<file path="src/rtl/wgm_pkg.sv">
// Shared types and constants for the wildcard glob matcher.
// Used by wgm_cell and wildcard_glob_matcher_unit; no dependencies.
`timescale 1ns / 1ps

package wgm_pkg;

  localparam int MAX_PATTERN_DEF = 16;

  localparam logic [7:0] STAR_CHAR     = 8'd42;
  localparam logic [7:0] QUESTION_CHAR = 8'd63;

  typedef enum logic [1:0] {
    ACT_APPEND = 2'd0,
    ACT_VALUE  = 2'd1,
    ACT_END    = 2'd2,
    ACT_CLEAR  = 2'd3
  } action_t;

  typedef struct packed {
    action_t    action;
    logic [7:0] character;
  } in_item_t;

  typedef struct packed {
    logic matched;
    logic overflowed;
  } out_item_t;

  // Broadcast control from the top level to every cell, valid for one cycle.
  typedef struct packed {
    logic       append;
    logic       clear;
    logic       consume;
    logic       restart;
    logic [7:0] ch;
  } cell_ctl_t;

endpackage

</file>
<file path="src/rtl/wgm_cell.sv">
// One pattern cell: holds one pattern byte, its fill bit and the active bit
// of its pattern position. Depends on wgm_pkg.
`timescale 1ns / 1ps

module wgm_cell import wgm_pkg::*; (
  input  logic      clk,
  input  logic      rst_n,
  input  cell_ctl_t ctl,
  input  logic      seed_i,        // active bit of this position after restart
  input  logic      prev_valid_i,  // previous cell holds a byte
  input  logic      carry_i,       // star closure from previous cell
  input  logic      adv_i,         // previous cell matched the value byte
  output logic      valid_o,
  output logic      carry_o,
  output logic      adv_o,
  output logic      end_hit_o
);

  logic [7:0] byte_r;
  logic       vld_r, vld_nxt;
  logic       raw_r, raw_nxt;
  logic       act;
  logic       hit;
  logic       is_star;
  logic       load;

  assign act     = raw_r | carry_i;
  assign is_star = (byte_r == STAR_CHAR);
  assign hit     = act & vld_r;

  assign carry_o   = hit & is_star;
  assign adv_o     = hit & ~is_star & ((byte_r == QUESTION_CHAR) | (byte_r == ctl.ch));
  // this position is the end of the pattern when it is the first empty cell
  assign end_hit_o = act & prev_valid_i & ~vld_r;
  assign valid_o   = vld_r;

  assign load = ctl.append & prev_valid_i & ~vld_r;

  always_comb begin
    vld_nxt = vld_r;
    if (ctl.clear) begin
      vld_nxt = 1'b0;
    end else if (load) begin
      vld_nxt = 1'b1;
    end
  end

  always_comb begin
    raw_nxt = raw_r;
    if (ctl.restart) begin
      raw_nxt = seed_i;
    end else if (ctl.consume) begin
      raw_nxt = carry_o | adv_i;
    end
  end

  always_ff @(posedge clk) begin
    if (!rst_n) begin
      vld_r <= 1'b0;
      raw_r <= seed_i;
    end else begin
      vld_r <= vld_nxt;
      raw_r <= raw_nxt;
    end
  end

  always_ff @(posedge clk) begin
    if (load) begin
      byte_r <= ctl.ch;
    end
  end

endmodule

</file>
<file path="src/rtl/wildcard_glob_matcher_unit.sv">
// Wildcard glob matcher top level: a row of wgm_cell instances plus the
// end-of-pattern position, overflow flag and output register. Uses wgm_pkg.
`timescale 1ns / 1ps

// Glob matcher for '*' (any run, possibly empty) and '?' (any one byte).
// Load the pattern with append beats, stream value bytes, then send an
// end-of-value beat; that beat alone produces one result beat in the
// following cycle, carrying matched and overflowed. A new beat is
// taken each cycle while the output register is free or being
// drained. All cells update in parallel per value byte; the critical path
// is the star-closure ripple through the MAX_PATTERN cells. Appends past
// MAX_PATTERN bytes are dropped and set overflowed until the next clear.
// Append, clear and end-of-value all restart matching for a fresh value.
module wildcard_glob_matcher_unit import wgm_pkg::*; #(
  parameter int MAX_PATTERN = MAX_PATTERN_DEF
) (
  input  logic      clk,
  input  logic      rst_n,
  input  logic      in_valid,
  output logic      in_ready,
  input  in_item_t  in_data,
  output logic      out_valid,
  input  logic      out_ready,
  output out_item_t out_data
);

  cell_ctl_t              ctl;
  logic                   in_fire;
  logic [MAX_PATTERN-1:0] vld_vec;
  logic [MAX_PATTERN-1:0] carry_vec;
  logic [MAX_PATTERN-1:0] adv_vec;
  logic [MAX_PATTERN-1:0] end_vec;
  logic [MAX_PATTERN-1:0] prev_vld_in;
  logic [MAX_PATTERN-1:0] carry_in;
  logic [MAX_PATTERN-1:0] adv_in;

  logic      raw_end_r, raw_end_nxt;
  logic      act_end;
  logic      full;
  logic      matched;
  logic      ovf_r, ovf_nxt;
  logic      out_valid_r, out_valid_nxt;
  out_item_t out_data_r;

  assign in_ready = ~out_valid_r | out_ready;
  assign in_fire  = in_valid & in_ready;

  always_comb begin
    ctl.append  = in_fire & (in_data.action == ACT_APPEND);
    ctl.clear   = in_fire & (in_data.action == ACT_CLEAR);
    ctl.consume = in_fire & (in_data.action == ACT_VALUE);
    ctl.restart = in_fire & (in_data.action != ACT_VALUE);
    ctl.ch      = in_data.character;
  end

  genvar i;
  generate
    for (i = 0; i < MAX_PATTERN; i++) begin : g_cell
      if (i == 0) begin : g_head
        assign prev_vld_in[i] = 1'b1;
        assign carry_in[i]    = 1'b0;
        assign adv_in[i]      = 1'b0;
      end else begin : g_link
        assign prev_vld_in[i] = vld_vec[i-1];
        assign carry_in[i]    = carry_vec[i-1];
        assign adv_in[i]      = adv_vec[i-1];
      end

      wgm_cell u_cell (
        .clk          (clk),
        .rst_n        (rst_n),
        .ctl          (ctl),
        .seed_i       ((i == 0) ? 1'b1 : 1'b0),
        .prev_valid_i (prev_vld_in[i]),
        .carry_i      (carry_in[i]),
        .adv_i        (adv_in[i]),
        .valid_o      (vld_vec[i]),
        .carry_o      (carry_vec[i]),
        .adv_o        (adv_vec[i]),
        .end_hit_o    (end_vec[i])
      );
    end
  endgenerate

  // last position, reached only when every cell holds a byte
  assign act_end = raw_end_r | carry_vec[MAX_PATTERN-1];
  assign full    = vld_vec[MAX_PATTERN-1];
  assign matched = (|end_vec) | (act_end & full);

  always_comb begin
    raw_end_nxt = raw_end_r;
    if (ctl.restart) begin
      raw_end_nxt = 1'b0;
    end else if (ctl.consume) begin
      raw_end_nxt = adv_vec[MAX_PATTERN-1];
    end
  end

  always_comb begin
    ovf_nxt = ovf_r;
    if (ctl.clear) begin
      ovf_nxt = 1'b0;
    end else if (ctl.append & full) begin
      ovf_nxt = 1'b1;
    end
  end

  always_comb begin
    out_valid_nxt = out_valid_r;
    if (in_fire && in_data.action == ACT_END) begin
      out_valid_nxt = 1'b1;
    end else if (out_ready) begin
      out_valid_nxt = 1'b0;
    end
  end

  always_ff @(posedge clk) begin
    if (!rst_n) begin
      raw_end_r   <= 1'b0;
      ovf_r       <= 1'b0;
      out_valid_r <= 1'b0;
    end else begin
      raw_end_r   <= raw_end_nxt;
      ovf_r       <= ovf_nxt;
      out_valid_r <= out_valid_nxt;
    end
  end

  always_ff @(posedge clk) begin
    if (in_fire && in_data.action == ACT_END) begin
      out_data_r.matched    <= matched;
      out_data_r.overflowed <= ovf_r;
    end
  end

  assign out_valid = out_valid_r;
  assign out_data  = out_data_r;

`ifndef ASSERT_OFF
  // cells fill strictly from the front
  a_fill_thermo: assert property (@(posedge clk) disable iff (!rst_n)
    ((vld_vec >> 1) & ~vld_vec) == '0)
    else $error("pattern cells not filled in order");

  a_clear_empties: assert property (@(posedge clk) disable iff (!rst_n)
    ctl.clear |=> (vld_vec == '0) && !ovf_r)
    else $error("clear left pattern bytes or overflow set");

  a_end_gives_beat: assert property (@(posedge clk) disable iff (!rst_n)
    (in_fire && in_data.action == ACT_END) |=> out_valid)
    else $error("end of value produced no result beat");

  a_ovf_only_full: assert property (@(posedge clk) disable iff (!rst_n)
    (!ovf_r && !(ctl.append && full)) |=> !ovf_r)
    else $error("overflow set without append to full pattern");
`endif

endmodule
</file>
<file path="config.mk">
export PLATFORM = sky130hd
export DESIGN_NAME = wildcard_glob_matcher_unit
export DESIGN_NICKNAME = d
export VERILOG_FILES = /design/src/rtl/wgm_pkg.sv /design/src/rtl/wgm_cell.sv /design/src/rtl/wildcard_glob_matcher_unit.sv
export SDC_FILE = /design/constraint.sdc
export NUM_CORES = 1
export LEC_CHECK = 0
export BUFFER_PORTS_ARGS = -buffer_cell sky130_fd_sc_hd__buf_4
export CELL_PAD_IN_SITES_DETAIL_PLACEMENT = 2
export CELL_PAD_IN_SITES_GLOBAL_PLACEMENT = 2
export CORE_AREA = 2 2 157 159
export DETAILED_ROUTE_END_ITERATION = 10
export DIE_AREA = 0 0 159 161
export HOLD_SLACK_MARGIN = 0.08
export PLACE_DENSITY = 0.65
export SYNTH_ARGS = -nofsm -noshare
export SYNTH_HDL_FRONTEND = slang
export SYNTH_SLANG_ARGS = --single-unit
export TNS_END_PERCENT = 10
</file>
<file path="constraint.sdc">
create_clock -name clk -period 3 [get_ports clk]
set_input_delay 0.9 -clock clk [delete_from_list [all_inputs] [get_ports clk]]
set_output_delay 0.9 -clock clk [all_outputs]
set_load 0.01 [all_outputs]
</file>
---- Word level (Yosys, flattened, before mapping) ----
Cells that the tools add are included.
storage, ports and cells
  latch bits .............................. 0
  output and inout bits ................... 4
  memories kept ........................... 0
  bits of input ports ..................... 14
  bits in read-only memories .............. 0
  memory bits (writable) .................. 0
  logic and storage cells ................. 329
  register bits ........................... 165
cells by class
  bitwise gates (word level) .............. 216
  equal/unequal tests ..................... 52
  multipliers ............................. 0
  shifts and indexed selects .............. 0
  magnitude comparators ................... 0
  add/sub/neg operators ................... 0
  mux-type cells .......................... 2
  reduce and logical (&&, ||, !) cells .... 6
  divide/modulo/power cells ............... 0
operators with widths
  operator            count
  $eq 8x6->1 const B  32
  $and 1x1->1         133
  $eq 8x8->1          16
  $or 1x1->1          49
  $not 1->1           34
  $reduce_or 16->1    1
  $eq 2x2->1 const B  2
  $reduce_or 2->1     2
  $eq 2x1->1 const B  1
  $logic_not 2->1     1
  $mux 1              2
  $ne 2x1->1 const B  1
  $reduce_bool 2->1   1
  $logic_and 1x1->1   1

---- Logic depth before layout (Yosys ltp) ----
  word-level depth ........................ 50
  depth in mapped cells ................... 10
  gate-level depth less buffers ........... 9

---- By module ----
A second synthesis with hierarchy kept.
second synthesis, totals
  cell total of the unflattened synthesis .. 672
  area total of the unflattened synthesis .. 8348.0 µm²
modules (own cells, without submodules)
  module                      seq. area each (µm²)  cells each  instances  area each (µm²)
  wgm_cell                    290.3                 40          16         503.0
  wildcard_glob_matcher_unit  120.1                 32          1          300.3

---- Least setup slack after synthesis ----
Ideal clock, no wire load.
  path kind ............................... input port to flip-flop
  start ................................... input port out_ready
  end ..................................... register g_cell[3].u_cell.byte_r[0], enable pin
  path buffers ............................ 1
  arrival ................................. 2.498 ns
  cell stages on the path ................. 5
  setup time .............................. 0.386 ns
  path slack .............................. 0.117 ns
  required time ........................... 2.614 ns
  path through ............................ nand2b_1 -> nand2_1 -> or3_1 -> clkbuf_1 -> nor3_1
on the way
  word-level cells in the longest chain between the ends .. 5
ends and longest elaborated chain
  element                          line                              RTL
  start: declaration               wildcard_glob_matcher_unit.sv:23  input logic out_ready,
  $or 1x1->1                       wildcard_glob_matcher_unit.sv:45  assign in_ready = ~out_valid_r | out_ready;
  $and 1x1->1                      wildcard_glob_matcher_unit.sv:46  assign in_fire = in_valid & in_ready;
  $and 1x1->1                      wildcard_glob_matcher_unit.sv:49  ctl.append = in_fire & (in_data.action == ACT_APPEND);
  $and 1x1->1 (2 in a row)         wgm_cell.sv:37                    assign load = ctl.append & prev_valid_i & ~vld_r;
  named net g_cell[3].u_cell.load  wgm_cell.sv:25                    logic load;
  end signal: assignment           wgm_cell.sv:69                    byte_r <= ctl.ch;
  end: declaration                 wgm_cell.sv:19                    logic [7:0] byte_r;
The timed path passes the listed nets, and every way through them passes these cells.
A chain may end at the register's enable or synchronous reset.

---- Worst setup path in the final report ----
  start ................................... register g_cell[3].u_cell.byte_r[2]
  end ..................................... register g_cell[10].u_cell.raw_r
on the way
  word-level cells in the longest chain between the ends .. 24
  elaborated cells between the ends (all ways) .. 26
  those cells by class .................... eq/ne (1); bitwise (25)
ends and longest elaborated chain
  element                 line            RTL
  $eq 8x6->1 *            wgm_cell.sv:28  assign is_star = (byte_r == STAR_CHAR);
  $and 1x1->1 *           wgm_cell.sv:31  assign carry_o = hit & is_star;
  $or 1x1->1 *            wgm_cell.sv:27  assign act = raw_r | carry_i;
  $and 1x1->1 *           wgm_cell.sv:29  assign hit = act & vld_r;
  $and 1x1->1 *           wgm_cell.sv:31
  $or 1x1->1 *            wgm_cell.sv:27
  $and 1x1->1 *           wgm_cell.sv:29
  $and 1x1->1 *           wgm_cell.sv:31
  [... 8 more ...]        --
  $and 1x1->1 *           wgm_cell.sv:31
  $or 1x1->1 *            wgm_cell.sv:27
  $and 1x1->1 *           wgm_cell.sv:29
  $and 1x1->1             wgm_cell.sv:31
  $or 1x1->1              wgm_cell.sv:27
  $and 1x1->1             wgm_cell.sv:29
  $and 1x1->1             wgm_cell.sv:31
  $or 1x1->1 *            wgm_cell.sv:53  raw_nxt = carry_o | adv_i;
  end signal: assignment  wgm_cell.sv:60  raw_r <= seed_i;
  end signal: assignment  wgm_cell.sv:63  raw_r <= raw_nxt;
  end: declaration        wgm_cell.sv:21  logic raw_r, raw_nxt;
Every way passes the cells marked *; elsewhere a longest branch is shown, timed or not.

==> run_results.csv <==
group,metric,value,unit
cells_and_area,final_nets,789,
clocking,clock_latency,430,ps
clocking,cts_buffers,17,
setup_path,crit_family,"simple AND/OR/NAND/NOR gates",
setup_path,critical_path_required,3320,ps
route,vias,5934,
place,routabilityCongestion,0.872,
setup_path,cp.buffers_inverters,0,
setup_path,cp_slowest_cell,"nor4_2",
sta,clock.fmax,359,MHz
setup_path,path_max_fanout,5,
die,core-area,24000,um2
synth,synth_nets,729,
setup_path,worst_r2r_path_depth,9,
die,chipWidth,159,um
clocking,cts_setup_buffers,0,
synth,syn_area_per_cell,11.5,um2
hold_path,hp-start,"g_cell[2].u_cell.valid_o",
sta,setup-violations-final,0,
route,drc,0,
power,ir_drop,330,uV
synth,synth-seq-cells,165,
cells_and_area,n_antenna_cell,0,
route,drt_iter0_markers,311,
sta,finalCritPeriodShare,92.8,%
clocking,clockBufferDepth,2,
sta,fin_ws,217,ps
global_routing,grt_usage,19.9,%
setup_path,r2r-start,"g_cell[3].u_cell.byte_r[2]",
place,dp.final_hpwl,18100,um
synth,syn_area,8220,um2
job,max_cap_viol_count,0,
setup_path,regToRegEndpoint,"g_cell[10].u_cell.raw_r",
clocking,h-tree-depth,4,
die,io_pins,18,
synth,seq_area_frac_synth,56.0,%
place,port_buffers,17,
setup_path,rrSetupSlack,220,ps
setup_path,start_kind,"flip-flop",
sta,fin_crit,2780,ps
sta,slew_violations,0,
clocking,cts-root-buf,"clkbuf_16",
hold_path,min_path_cells,2,
sta,tightest_slew,1050,ps
cells_and_area,mostFrequentLayoutCell,"edfxtp_1",
status,status,"finished, final reports clean",
synth,synth_flop_cell,"edfxtp_1",
setup_path,crit_type,"flip-flop to flip-flop",
power,power.density,528,nW/um2
setup_path,arrival,3100,ps
synth,synth_warnings,0,
route,vias_per_cell,5.34,
hold_path,hp-class,"flip-flop to flip-flop",
global_routing,grt_pass1_wl,39300,um
sta,rsz0062_at_grt,"no",
die,start_util,34.3,%
cells_and_area,syn_to_final_growth,16.9,%
setup_path,timing.critical_path.to_type,"flip-flop",
clocking,cts_sinks,165,
synth,yosysUniqueCellTypes,71,
cells_and_area,drive_above_1_share,15.4,%
synth,synthCells,715,
route,wire_per_inst,22.0,um
power,leakage,3.03,nW
global_routing,grt_antenna_before_repair,0,
hold_path,min_to,"g_cell[2].u_cell.valid_o",
setup_path,path_cells,"nor4_2, nand3_2, nor4_1, o311ai_1, nand2b_1, a21oi_1, nor2_1, o21ai_1, a221oi_1",
setup_path,crit_path_max_incr_delay,500,ps
die,num_rows,57,
power,power.total,0.00507,W
route,antenna_left,0,
cells_and_area,final_cell_mix,"edfxtp_1 (130), xnor2_1 (106), nor2_1 (86), buf_4 (64), nand4_1 (37)",
global_routing,grt_pass1_vias,6744,
sta,slew_headroom,29.1,%
die,die_area,25600,um2
die,chipHeight,161,um
clocking,cts_tree,"built",
route,drtPass1Iterations,4,
place,dpl_worst_slack,240,ps
synth,synth_edf_count,130,
sta,hold_viol,0,
synth,ys_async_sr_fraction,0,%
sta,fin_tns_setup,0,ps
global_routing,grt_overflow,0,
route,drt-total-wl,24500,um
global_routing,grt_start_max_net_pins,17,
clocking,cts.clk_slew.worst_paths,70,ps
sta,skew,10.7,ps
==> tightest hold or removal path: stages, from the launching register on <==
cell	delay, ps
dfxtp_1	340
nor2_1	50
nor2_1	70
==> per-stage QoR <==
stage / hold WS [ps] / std cells / cell area, um2 / utilization, %
floorplan: 409 / 715 / 8220 / -
global placement: 478 / 1080 / 9000 / 37.6
detailed placement: 486 / 1080 / 9000 / 37.6
CTS: 505 / 1112 / 9600 / 40.1
global route: 523 / 1112 / 9600 / 40.1
finish: 502 / 1112 / 9600 / 40.1
==> layout make-up <==
cell class / instances / area [um2]
multi-input cells: 513 / 3470
flip-flops and latches: 165 / 4600
repair buffers: 64 / 480
clock inverters: 15 / 169
inverters: 14 / 52.6
well taps: 324 / 405
fillers: 2516 / 14400
clock buffers: 17 / 425
==> logic make-up after synthesis <==
family                 after synthesis  synth area share [%]
AND/OR/NAND/NOR                    269                  18.9
AO/OA/AOI/OAI                      116                  9.59
buffers and inverters               37                  1.83
flip-flops                         165                  56.0
XOR/XNOR                           128                  13.6
==> synthesized netlist by cell type (10+ instances only) <==
library cell / number / area [um2]
a21oi_1: 28 / 140
o21ai_0: 26 / 130
nand2_1: 32 / 120
xor2_1: 22 / 193
nand2b_1: 11 / 68.8
clkbuf_1: 14 / 52.6
nor2_1: 86 / 323
nor3b_1: 10 / 75.1
nand4_1: 37 / 231
edfxtp_1: 130 / 3900
xnor2_1: 106 / 928
nand3_1: 15 / 75.1
inv_1: 14 / 52.6
dfxtp_1: 35 / 701
==> routing by layer <==
layer  global-route usage, %  routed length (um)  vias to the layer above
met5                       0                   0                        -
met4                    4.71                 267                        0
met3                    2.98                 384                       17
met2                    34.7               12400                       56
met1                    26.2               11500                     3090
li1                        -                   -                     2771
==> where the power goes <==
| group | switching, W | internal, W |
|---|---|---|
| logic | 0.000205 | 0.000126 |
| registers | 0.0000203 | 0.00248 |
| clock network | 0.000991 | 0.00125 |
| total | 0.00122 | 0.00386 |
==> worst max path at each step <==
stage | from | endpoint | cells after the start
floorplan | out_ready | g_cell[3].u_cell.byte_r[0] | 5
global placement | out_ready | g_cell[7].u_cell.byte_r[6] | 6
detailed placement | in_data[7] | g_cell[10].u_cell.raw_r | 8
CTS | g_cell[3].u_cell.byte_r[2] | g_cell[10].u_cell.raw_r | 9
global route | g_cell[3].u_cell.byte_r[2] | g_cell[10].u_cell.raw_r | 9
finish | g_cell[3].u_cell.byte_r[2] | g_cell[10].u_cell.raw_r | 9
==> flip-flops by register name, summed over array words and instances (netlist names) <==
| signal | flops |
|---|---|
| out_data | 2 |
| out_valid | 1 |
| raw_end_r | 1 |
| g_cell.u_cell.raw_r | 16 |
| g_cell.u_cell.valid_o | 16 |
| g_cell.u_cell.byte_r | 128 |
| ovf_r | 1 |
==> timing repair <==
item | CTS | global route
hold buffers | 0 | 0
resized for setup | 0 | 1
setup endpoints to repair | 0 | 1
Note: power is estimated with default switching activity, not from simulation.
